## src/rtl/dlefr_pkg.sv

```systemverilog
// ----------------------------------------------------------------------------
// dlefr_pkg
// Shared constants, types and CRC helpers for the DLE frame receiver.
// ----------------------------------------------------------------------------
`default_nettype none

package dlefr_pkg;

  localparam int unsigned BUFFER_DEPTH_DEFAULT = 64;

  localparam logic [7:0]  BYTE_DLE   = 8'h10;
  localparam logic [7:0]  BYTE_STX   = 8'h02;
  localparam logic [7:0]  BYTE_ETX   = 8'h03;
  localparam logic [15:0] CRC_POLY   = 16'h8005;
  localparam logic [15:0] CRC_MSB    = 16'h8000;
  localparam logic [15:0] CRC_INIT   = 16'h0000;
  localparam int unsigned HDR_BYTES  = 4;
  localparam logic [3:0]  NODE_FIRST = 4'h1;
  localparam logic [3:0]  NODE_LAST  = 4'h8;
  localparam int unsigned LEN_MAX    = 127;

  // configuration register indexes
  typedef enum logic [1:0] {
    CFG_REFLECT_CRC  = 2'd0,
    CFG_NODE_ID      = 2'd1,
    CFG_CODE_LED_ON  = 2'd2,
    CFG_CODE_LED_OFF = 2'd3
  } cfg_index_t;

  typedef enum logic [2:0] {
    VERD_SHORT      = 3'd0,
    VERD_CRC_ERROR  = 3'd1,
    VERD_NOT_ADDR   = 3'd2,
    VERD_LED_ON     = 3'd3,
    VERD_LED_OFF    = 3'd4,
    VERD_UNKNOWN    = 3'd5
  } verdict_t;

  typedef enum logic [1:0] {
    REPLY_NONE = 2'd0,
    REPLY_ACK  = 2'd1,
    REPLY_NACK = 2'd2
  } reply_t;

  typedef struct packed {
    verdict_t    verdict;
    reply_t      reply_kind;
    logic [7:0]  dest_mask;
    logic [7:0]  command_byte;
    logic [6:0]  frame_length;
    logic [15:0] received_crc;
    logic [15:0] computed_crc;
    logic        led_state;
  } result_t;

  function automatic logic [7:0] bit_rev8(input logic [7:0] v);
    logic [7:0] r;
    for (int i = 0; i < 8; i++) begin
      r[i] = v[7-i];
    end
    return r;
  endfunction

  function automatic logic [15:0] bit_rev16(input logic [15:0] v);
    logic [15:0] r;
    for (int i = 0; i < 16; i++) begin
      r[i] = v[15-i];
    end
    return r;
  endfunction

  // one byte of MSB-first CRC-16 update
  function automatic logic [15:0] crc_byte(input logic [15:0] crc_in, input logic [7:0] b);
    logic [15:0] c;
    c = crc_in ^ {b, 8'h00};
    for (int i = 0; i < 8; i++) begin
      if ((c & CRC_MSB) != 16'h0000) begin
        c = (c << 1) ^ CRC_POLY;
      end else begin
        c = c << 1;
      end
    end
    return c;
  endfunction

endpackage

`default_nettype wire

```

## src/rtl/dlefr_crc16.sv

```systemverilog
// ----------------------------------------------------------------------------
// dlefr_crc16
// CRC-16 (poly 0x8005, init 0) over two header bytes, optional reflection.
// ----------------------------------------------------------------------------
`default_nettype none

module dlefr_crc16 (
  input  wire logic        reflect,
  input  wire logic [7:0]  byte0,
  input  wire logic [7:0]  byte1,
  output logic      [15:0] crc
);

  logic [7:0]  b0;
  logic [7:0]  b1;
  logic [15:0] crc_raw;

  always_comb begin
    b0      = reflect ? dlefr_pkg::bit_rev8(byte0) : byte0;
    b1      = reflect ? dlefr_pkg::bit_rev8(byte1) : byte1;
    crc_raw = dlefr_pkg::crc_byte(dlefr_pkg::crc_byte(dlefr_pkg::CRC_INIT, b0), b1);
    crc     = reflect ? dlefr_pkg::bit_rev16(crc_raw) : crc_raw;
  end

endmodule

`default_nettype wire

```

## src/rtl/dle_frame_receiver_crc_check.sv

```systemverilog
// ----------------------------------------------------------------------------
// dle_frame_receiver_crc_check
// DLE-STX / DLE-ETX deframer with header capture, CRC-16 check and verdict.
// ----------------------------------------------------------------------------
// Input channel: one received byte per transfer (in_valid / in_stall, rx_data).
// Output channel: one verdict per closing DLE-ETX (out_valid / out_stall);
// every other byte gives no result.
// Each byte updates the framing state in the cycle it is taken; the verdict for
// DLE-ETX is computed from the stored header in that same cycle and registered
// in the output register, or in the skid stage while that holds an untaken one.
// Throughput: one byte per cycle while in_stall is low. The output register is
// backed by a one-entry skid stage, so bytes keep flowing while a verdict
// waits; in_stall rises only when both hold a verdict. The user must write the
// configuration (cfg_wr_en / cfg_index / cfg_data) only while idle; unenforced.
// Reset: hunting for DLE-STX, LED off, no verdict pending, registers at
// reflect_crc 0, node_id 1, code_led_on 1, code_led_off 2.
// ----------------------------------------------------------------------------
`default_nettype none

module dle_frame_receiver_crc_check #(
  parameter int unsigned BUFFER_DEPTH = dlefr_pkg::BUFFER_DEPTH_DEFAULT
) (
  input  wire logic        clk,
  input  wire logic        rst,
  // byte input
  input  wire logic        in_valid,
  output logic             in_stall,
  input  wire logic [7:0]  rx_data,
  // verdict output
  output logic             out_valid,
  input  wire logic        out_stall,
  output logic      [2:0]  verdict,
  output logic      [1:0]  reply_kind,
  output logic      [7:0]  dest_mask,
  output logic      [7:0]  command_byte,
  output logic      [6:0]  frame_length,
  output logic      [15:0] received_crc,
  output logic      [15:0] computed_crc,
  output logic             led_state,
  // configuration
  input  wire logic        cfg_wr_en,
  input  wire logic [1:0]  cfg_index,
  input  wire logic [7:0]  cfg_data
);

  localparam int unsigned CNT_W = $clog2(BUFFER_DEPTH + 1);
  localparam int unsigned LEN_W = (CNT_W > 7) ? CNT_W : 7;

  // configuration registers
  logic       reflect_crc;
  logic [3:0] node_id;
  logic [7:0] code_led_on;
  logic [7:0] code_led_off;

  // framing state
  logic             in_frame, in_frame_next;
  logic             escape_pending, escape_pending_next;
  logic [CNT_W-1:0] payload_count, payload_count_next;
  logic [7:0]       header_store [dlefr_pkg::HDR_BYTES];
  logic             led_on, led_on_next;

  // output stage
  dlefr_pkg::result_t out_res, skid_res, fin_res;
  logic               skid_valid;

  logic        in_accept, out_fire, produce, store, hdr_we;
  logic [15:0] crc_calc;
  logic [15:0] rcrc;
  logic [2:0]  node_bit;
  logic        addressed;
  logic [LEN_W-1:0] cnt_ext;
  logic [6:0]  len_sat;

  assign in_stall  = skid_valid;
  assign in_accept = in_valid && !in_stall;
  assign out_fire  = out_valid && !out_stall;

  // ---------------- verdict for the frame being closed ----------------
  dlefr_crc16 u_crc (
    .reflect (reflect_crc),
    .byte0   (header_store[0]),
    .byte1   (header_store[1]),
    .crc     (crc_calc)
  );

  always_comb begin
    rcrc      = {header_store[2], header_store[3]};
    node_bit  = 3'(node_id - dlefr_pkg::NODE_FIRST);
    addressed = (node_id >= dlefr_pkg::NODE_FIRST) && (node_id <= dlefr_pkg::NODE_LAST) &&
                header_store[0][node_bit];
    cnt_ext   = LEN_W'(payload_count);
    len_sat   = (cnt_ext > LEN_W'(dlefr_pkg::LEN_MAX)) ? 7'(dlefr_pkg::LEN_MAX) : cnt_ext[6:0];

    fin_res              = '0;
    fin_res.verdict      = dlefr_pkg::VERD_SHORT;
    fin_res.reply_kind   = dlefr_pkg::REPLY_NONE;
    fin_res.frame_length = len_sat;
    led_on_next          = led_on;
    if (payload_count >= CNT_W'(dlefr_pkg::HDR_BYTES)) begin
      fin_res.dest_mask    = header_store[0];
      fin_res.command_byte = header_store[1];
      fin_res.received_crc = rcrc;
      fin_res.computed_crc = crc_calc;
      if (rcrc != crc_calc) begin
        fin_res.verdict    = dlefr_pkg::VERD_CRC_ERROR;
        fin_res.reply_kind = dlefr_pkg::REPLY_NACK;
      end else if (addressed) begin
        if (header_store[1] == code_led_on) begin
          led_on_next        = 1'b1;
          fin_res.verdict    = dlefr_pkg::VERD_LED_ON;
          fin_res.reply_kind = dlefr_pkg::REPLY_ACK;
        end else if (header_store[1] == code_led_off) begin
          led_on_next        = 1'b0;
          fin_res.verdict    = dlefr_pkg::VERD_LED_OFF;
          fin_res.reply_kind = dlefr_pkg::REPLY_ACK;
        end else begin
          fin_res.verdict    = dlefr_pkg::VERD_UNKNOWN;
        end
      end else begin
        fin_res.verdict = dlefr_pkg::VERD_NOT_ADDR;
      end
    end
    fin_res.led_state = led_on_next;
  end

  // ---------------- byte-level deframing ----------------
  always_comb begin
    in_frame_next       = in_frame;
    escape_pending_next = escape_pending;
    payload_count_next  = payload_count;
    produce             = 1'b0;
    store               = 1'b0;
    hdr_we              = 1'b0;
    if (in_accept) begin
      if (!in_frame) begin
        // hunting: only DLE STX opens a frame
        if (escape_pending && rx_data == dlefr_pkg::BYTE_STX) begin
          in_frame_next       = 1'b1;
          escape_pending_next = 1'b0;
          payload_count_next  = '0;
        end else begin
          escape_pending_next = (rx_data == dlefr_pkg::BYTE_DLE);
        end
      end else if (escape_pending) begin
        escape_pending_next = 1'b0;
        if (rx_data == dlefr_pkg::BYTE_ETX) begin
          produce            = 1'b1;
          in_frame_next      = 1'b0;
          payload_count_next = '0;
        end else if (rx_data == dlefr_pkg::BYTE_DLE) begin
          store = 1'b1;
        end
      end else if (rx_data == dlefr_pkg::BYTE_DLE) begin
        escape_pending_next = 1'b1;
      end else begin
        store = 1'b1;
      end
    end
    if (store && payload_count < CNT_W'(BUFFER_DEPTH)) begin
      payload_count_next = payload_count + CNT_W'(1);
      hdr_we             = (payload_count < CNT_W'(dlefr_pkg::HDR_BYTES));
    end
  end

  always_ff @(posedge clk) begin
    if (rst) begin
      reflect_crc    <= 1'b0;
      node_id        <= 4'd1;
      code_led_on    <= 8'd1;
      code_led_off   <= 8'd2;
      in_frame       <= 1'b0;
      escape_pending <= 1'b0;
      payload_count  <= '0;
      led_on         <= 1'b0;
      out_valid      <= 1'b0;
      skid_valid     <= 1'b0;
    end else begin
      if (cfg_wr_en) begin
        case (dlefr_pkg::cfg_index_t'(cfg_index))
          dlefr_pkg::CFG_REFLECT_CRC:  reflect_crc  <= cfg_data[0];
          dlefr_pkg::CFG_NODE_ID:      node_id      <= cfg_data[3:0];
          dlefr_pkg::CFG_CODE_LED_ON:  code_led_on  <= cfg_data;
          dlefr_pkg::CFG_CODE_LED_OFF: code_led_off <= cfg_data;
          default: ;
        endcase
      end
      in_frame       <= in_frame_next;
      escape_pending <= escape_pending_next;
      payload_count  <= payload_count_next;
      if (produce) begin
        led_on <= led_on_next;
      end
      if (skid_valid) begin
        if (out_fire) begin
          skid_valid <= 1'b0;
        end
      end else if (produce) begin
        if (out_valid && !out_fire) begin
          skid_valid <= 1'b1;
        end else begin
          out_valid <= 1'b1;
        end
      end else if (out_fire) begin
        out_valid <= 1'b0;
      end
    end
  end

  // payload and verdict registers
  always_ff @(posedge clk) begin
    if (hdr_we) begin
      header_store[payload_count[1:0]] <= rx_data;
    end
    if (skid_valid) begin
      if (out_fire) begin
        out_res <= skid_res;
      end
    end else if (produce) begin
      if (out_valid && !out_fire) begin
        skid_res <= fin_res;
      end else begin
        out_res <= fin_res;
      end
    end
  end

  assign verdict      = out_res.verdict;
  assign reply_kind   = out_res.reply_kind;
  assign dest_mask    = out_res.dest_mask;
  assign command_byte = out_res.command_byte;
  assign frame_length = out_res.frame_length;
  assign received_crc = out_res.received_crc;
  assign computed_crc = out_res.computed_crc;
  assign led_state    = out_res.led_state;

  // ---------------- assertions ----------------
  a_skid_behind_out: assert property (@(posedge clk) disable iff (rst)
    skid_valid |-> out_valid)
    else $error("skid holds a verdict while output register is empty");

  a_count_bound: assert property (@(posedge clk) disable iff (rst)
    payload_count <= CNT_W'(BUFFER_DEPTH))
    else $error("payload count beyond buffer depth");

  a_hunt_count_zero: assert property (@(posedge clk) disable iff (rst)
    !in_frame |-> payload_count == '0)
    else $error("payload count nonzero while hunting");

  a_led_on_state: assert property (@(posedge clk) disable iff (rst)
    out_valid && out_res.verdict == dlefr_pkg::VERD_LED_ON |-> out_res.led_state)
    else $error("LED-on verdict without LED state set");

  a_short_no_reply: assert property (@(posedge clk) disable iff (rst)
    out_valid && out_res.verdict == dlefr_pkg::VERD_SHORT |->
      out_res.reply_kind == dlefr_pkg::REPLY_NONE && out_res.computed_crc == 16'h0000)
    else $error("short frame verdict carries reply or CRC");

endmodule

`default_nettype wire

```

## config.mk

```make
export PLATFORM = sky130hd
export DESIGN_NAME = dle_frame_receiver_crc_check
export DESIGN_NICKNAME = d
export VERILOG_FILES = /design/src/rtl/dlefr_pkg.sv /design/src/rtl/dlefr_crc16.sv /design/src/rtl/dle_frame_receiver_crc_check.sv
export SDC_FILE = /design/constraint.sdc
export NUM_CORES = 1
export LEC_CHECK = 0
export ABC_CLOCK_PERIOD_IN_PS = 13000
export BUFFER_PORTS_ARGS = -buffer_cell sky130_fd_sc_hd__buf_2
export CAP_MARGIN = 20
export CORE_AREA = 2 2 173 175
export DETAILED_ROUTE_END_ITERATION = 6
export DIE_AREA = 0 0 175 177
export RECOVER_POWER = 25
export SYNTH_ARGS = -nofsm -noshare
export SYNTH_HDL_FRONTEND = slang
export SYNTH_SLANG_ARGS = --single-unit
```

## constraint.sdc

```tcl
create_clock -name clk -period 13 [get_ports clk]
set_input_delay 0 -clock clk [delete_from_list [all_inputs] [get_ports clk]]
set_output_delay 0 -clock clk [all_outputs]
set_load 0.01 [all_outputs]
```

; ---- Word-level counts from Yosys, hierarchy flattened
; Memory sizes are Yosys's and may differ from the RTL's.
; Index checks and enable logic that the tools add are counted.
; W data, S select, Z words.
[totals]
n_memories = 1
rom_bits = 0
inputBits = 23
wordCells = 163
out_inout_bits = 63
regBits = 155
ram_bits = 32
latchBits = 0
[op_classes]
eq_ne = 14
n_mux = 72
n_mul = 0
shifts = 0
reduce_logical = 23
addsub = 2
div_mod_pow = 0
magnitude_cmp = 7
bitwise = 18
[mem_list]
columns = name, words, width, read_ports, rd_ports_with_merged_regs, write_ports, line_no
row1 = header_store, 4, 8, 4, 0, 1, dle_frame_receiver_crc_check.sv:59  ; logic [7:0] header_store [dlefr_pkg::HDR_BYTES];
[ops]
columns = operator, count
row1 = $mux W16, 17
row2 = $mux W61, 4
row3 = $mux W7, 7
row4 = $not A3 Y3, 16
row5 = $mux W1, 35
row6 = $mux W32, 1
row7 = $mux W21, 1
row8 = $eq A8 B2 Y1 const B, 2
row9 = $eq A8 B8 Y1, 2
row10 = $mux W8, 2
row11 = $ne A16 B16 Y1, 1
row12 = $xor A16 B16 Y16, 1
row13 = $mux W5, 2
row14 = $reduce_and A3 Y1, 3
row15 = $eq A8 B5 Y1 const B, 1
row16 = $reduce_and A2 Y1, 4
row17 = $add A7 B1 Y7 const B, 1
row18 = $ge A7 B3 Y1 const B, 1
row19 = $gt A7 B7 Y1 const B, 1
row20 = $logic_and A1 B1 Y1, 7
row21 = $lt A7 B3 Y1 const B, 1
row22 = $lt A7 B7 Y1 const B, 1
row23 = $ne A3 B1 Y1 const B, 2
row24 = $reduce_bool A2 Y1, 3
row25 = other kinds (16), 20

; ---- Longest topological paths before layout
; An unclocked memory read counts as a cell.
[depth]
depth_word = 42
depth_mapped = 10
depth_no_buf = 10

; ---- Cells and area by module
; Synthesis repeated with hierarchy kept, for this count alone.
[hier_totals]
cells_unflattened = 611
hier_area_um2 = 8279.2
[modules_own_cells]
columns = mod, cells_per_inst, area_each_um2, seq_area_each_um2, instances
row1 = dle_frame_receiver_crc_check, 551, 7780.0, 5285.1, 1
row2 = dlefr_crc16, 60, 499.2, 0.0, 1

; ---- Worst setup path before layout
; No wires, ideal clock.
[synth_path]
path_type = input -> register
startpoint = in rx_data[2]
endpoint = reg out_res (netlist bit command_byte[0]), enable pin
setup_slack_ns = 8.043
arrival_time_ns = 4.457
n_path_buf = 0
required_time_ns = 12.500
setup_time_ns = 0.500
cell_stages = 5
cell_sequence = or4_1 > or4_1 > nor3_1 > a21oi_1 > a21oi_1
[synth_via]
elab_chain_cells = 7
[synth_lines]
columns = item, line_no
row1 = "start, declared", dle_frame_receiver_crc_check.sv:28  ; input wire logic [7:0] rx_data,
row2 = $eq A8 B2 Y1, dle_frame_receiver_crc_check.sv:146  ; if (rx_data == dlefr_pkg::BYTE_ETX) begin
row3 = $mux W1, dle_frame_receiver_crc_check.sv:146
row4 = $mux W1, dle_frame_receiver_crc_check.sv:144  ; end else if (escape_pending) begin
row5 = $mux W1, dle_frame_receiver_crc_check.sv:135  ; if (!in_frame) begin
row6 = $mux W1, dle_frame_receiver_crc_check.sv:134  ; if (in_accept) begin
row7 = $reduce_bool A2 Y1 (no line), -
row8 = $reduce_and A3 Y1 (no line), -
row9 = "end signal, assigned", dle_frame_receiver_crc_check.sv:216  ; out_res <= skid_res;
row10 = "end signal, assigned", dle_frame_receiver_crc_check.sv:222  ; out_res <= fin_res;
row11 = "end, declared", dle_frame_receiver_crc_check.sv:63  ; dlefr_pkg::result_t out_res, skid_res, fin_res;
; No other way between the ends.
; A chain may end at the register's enable or synchronous reset.

; ---- Worst setup path after layout
[layout_path]
startpoint = in rx_data[5]
endpoint = reg out_res (netlist bit verdict[2]), enable pin
; The elaborated chain is that of the path after synthesis.

==> impl_metrics.ini <==
[run_status]
status = completed

[synthesis]
synth_edf_count = 154
netlist_top_cells_count = 154 x edfxtp_1, 58 x nand2_1, 50 x mux2_2
yosysWarnings = 0
yosysTopAreaCell = edfxtp_1
avgSynthCellArea_um2 = 13.2
synth_top_area_share_pct = 53.7
syn_nets = 682
synth_cell_types = 56
yosysSeqAreaShare_pct = 61.4
ys_ff_latch = 187
postSynthCellCount = 653
synth-main-ff-cell = edfxtp_1
synthTopCellsByArea = edfxtp_1 54%, dfxtp_1 7.7%, mux2_2 6.5%
post-synth-top-count-cell = edfxtp_1
synth-async-reset-ratio_pct = 0
netlist_area_um2 = 8610

[pwr]
cellLeakagePower_uw = 0.00376
powerDensity_nw_per_um2 = 121
vdd_drop_max_v = 0.0000795

[routing]
firstDrtPassIters = 5
drtIter0Drc = 329
wl_met2_mm = 9.02
vias_per_cell = 4.53
post-route-drc-count = 0
top_layer_used = met4
drt-met1-wl_mm = 9.05
vias = 5169
wl_met3_um = 646
drtAntennaViolNets = 0
wire_per_inst_um = 16.6
wirelength_mm = 18.9

[floorplan]
io_pins = 86
design.die.area_um2 = 31000
die_y_um = 177
core_area_um2 = 29200
initial_core_util_pct = 29.5
rows = 63
die_x_um = 175

[clock_network]
ctsResizeCount = 0
cts-root-buf = clkbuf_16
htreeDepth = 4
cts_tree = yes
numCtsBuffers = 17
clk_latency_ns = 0.43
clock_path_buffers = 2
clkTransAtPathRegs_ns = 0.07
cts.sinks = 187

[sta]
rsz0062_at_grt = no
tightest_slew_ns = 0.992
hold_viol = 0
finalSetupTns_ns = 0
skew_ns = 0.0110
slew_viol_final = 0
fmax_ghz = 0.275
setup_viol = 0
min_period_ns = 3.64
setup_ws_ns = 9.36
relSlewSlack_pct = 33.2
finalCritPeriodShare_pct = 28.0
hold_ws_ns = 0.0182

[worst_setup_path]
crit_arrival_ns = 3.70
cp.required_ns = 13.06
critical_path.max_fanout = 40
path_class = input pin to register
end_kind = register
start_kind = input pin

[finish]
area_growth_pct = 18.0
diodes = 0
utilization_pct = 34.8
fin_area_um2 = 10200
multi_input_area_um2 = 3130
fillCellCount = 2865
seqCellArea_um2 = 5290
final_layout_size_suffix_gt1_share_pct = 16.8
nNetsFinal = 767

[global_routing]
grt_overflow = 0
grt_pass1_wl_mm = 29.4
grt_max_degree = 71
grt_usage_pct = 12.4
grt_pass1_vias = 5042
antenna_found_initial = 0

[placement]
placed_area_um2 = 9390
pre_cts_ws_ns = 9.52
place.gp.congestion = 0.825
place.port_buffers = 85
hpwl_mm = 13.5

[hold_path]
min_path_type = input pin to register

[flow_run]
cap_violations = 0
==> registers in the layout, indices dropped and copies added, names as in the netlist, 2 cells and up <==
name,flops
code_led_on,8
command_byte,8
code_led_off,8
header_store,32
cnt_ext,7
verdict,3
skid_res,61
frame_length,7
dest_mask,8
computed_crc,16
reply_kind,2
node_id,4
received_crc,16
==> area by class of cell <==
class	instances	share of cell area, %
Multi-Input combinational cell	415	30.7
Clock buffer	21	4.96
Inverter	8	0.295
Clock inverter	11	1.35
Tap cell	390	4.80
Sequential cell	187	52.0
Timing Repair Buffer	109	5.85
==> power by group <==
part	total, µW	switching (µW)	internal [µW]
Sequential	644	2.10	642
Clock	558	234	324
Combinational	31.8	17.5	14.3
Total	1230	254	980
==> worst max-delay path, cell delays in order <==
cell and delay [ns]:
dlygate4sd3_1 0.56, clkbuf_1 0.17, or4_1 0.56, or4_1 0.55, nor3_1 0.47, a21oi_1 0.14, a21oi_4 0.61, buf_4 0.57
==> logic make-up after synthesis <==
| family | share of synthesized area [%] |
|---|---|
| AND/OR/NAND/NOR | 12.8 |
| XOR/XNOR | 8.59 |
| multiplexers | 9.89 |
| buffers and inverters | 2.50 |
| flip-flops | 61.4 |
| adder cells (fa/ha/maj) | 0.872 |
| AO/OA/AOI/OAI | 4.04 |
==> worst paths after layout <==
kind / from / to / slack [ns] / cells past startpoint
min reg2reg: code_led_off[0] / code_led_off[0] / 0.47 / 2
max: rx_data[5] / verdict[2] / 9.36 / 8
min: cfg_index[0] / reflect_crc / 0.02 / 4
max reg2reg: header_store[1][6] / led_state / 9.54 / 8
==> placed cells by master, fill, tap and decap left out, drive strengths merged, types with 27 or more instances in the layout <==
cell type	n
clkbuf	84
edfxtp	154
buf	27
mux2	50
xnor2	39
nand2	58
dfxtp	33
nor2	34
and2	44
==> layer usage <==
layer  up-vias  GRT usage, %
li1       2517             -
met1      2538          16.7
met2        99          20.0
met3        15          2.73
met4         0          3.61
met5         -             0
==> timing repair <==
action,in CTS,in global routing
hold endpoints to repair,57,0
setup buffers,0,0
hold buffers,19,0
==> stage by stage <==
step	cells	power [µW]
3_3_place_gp	1089	685
5_1_grt	1141	1270
6_report	1141	1230
3_5_place_dp	1089	685
4_1_cts	1140	1240
2_1_floorplan	653	674
No activity file was read; power rests on OpenSTA's default activity.
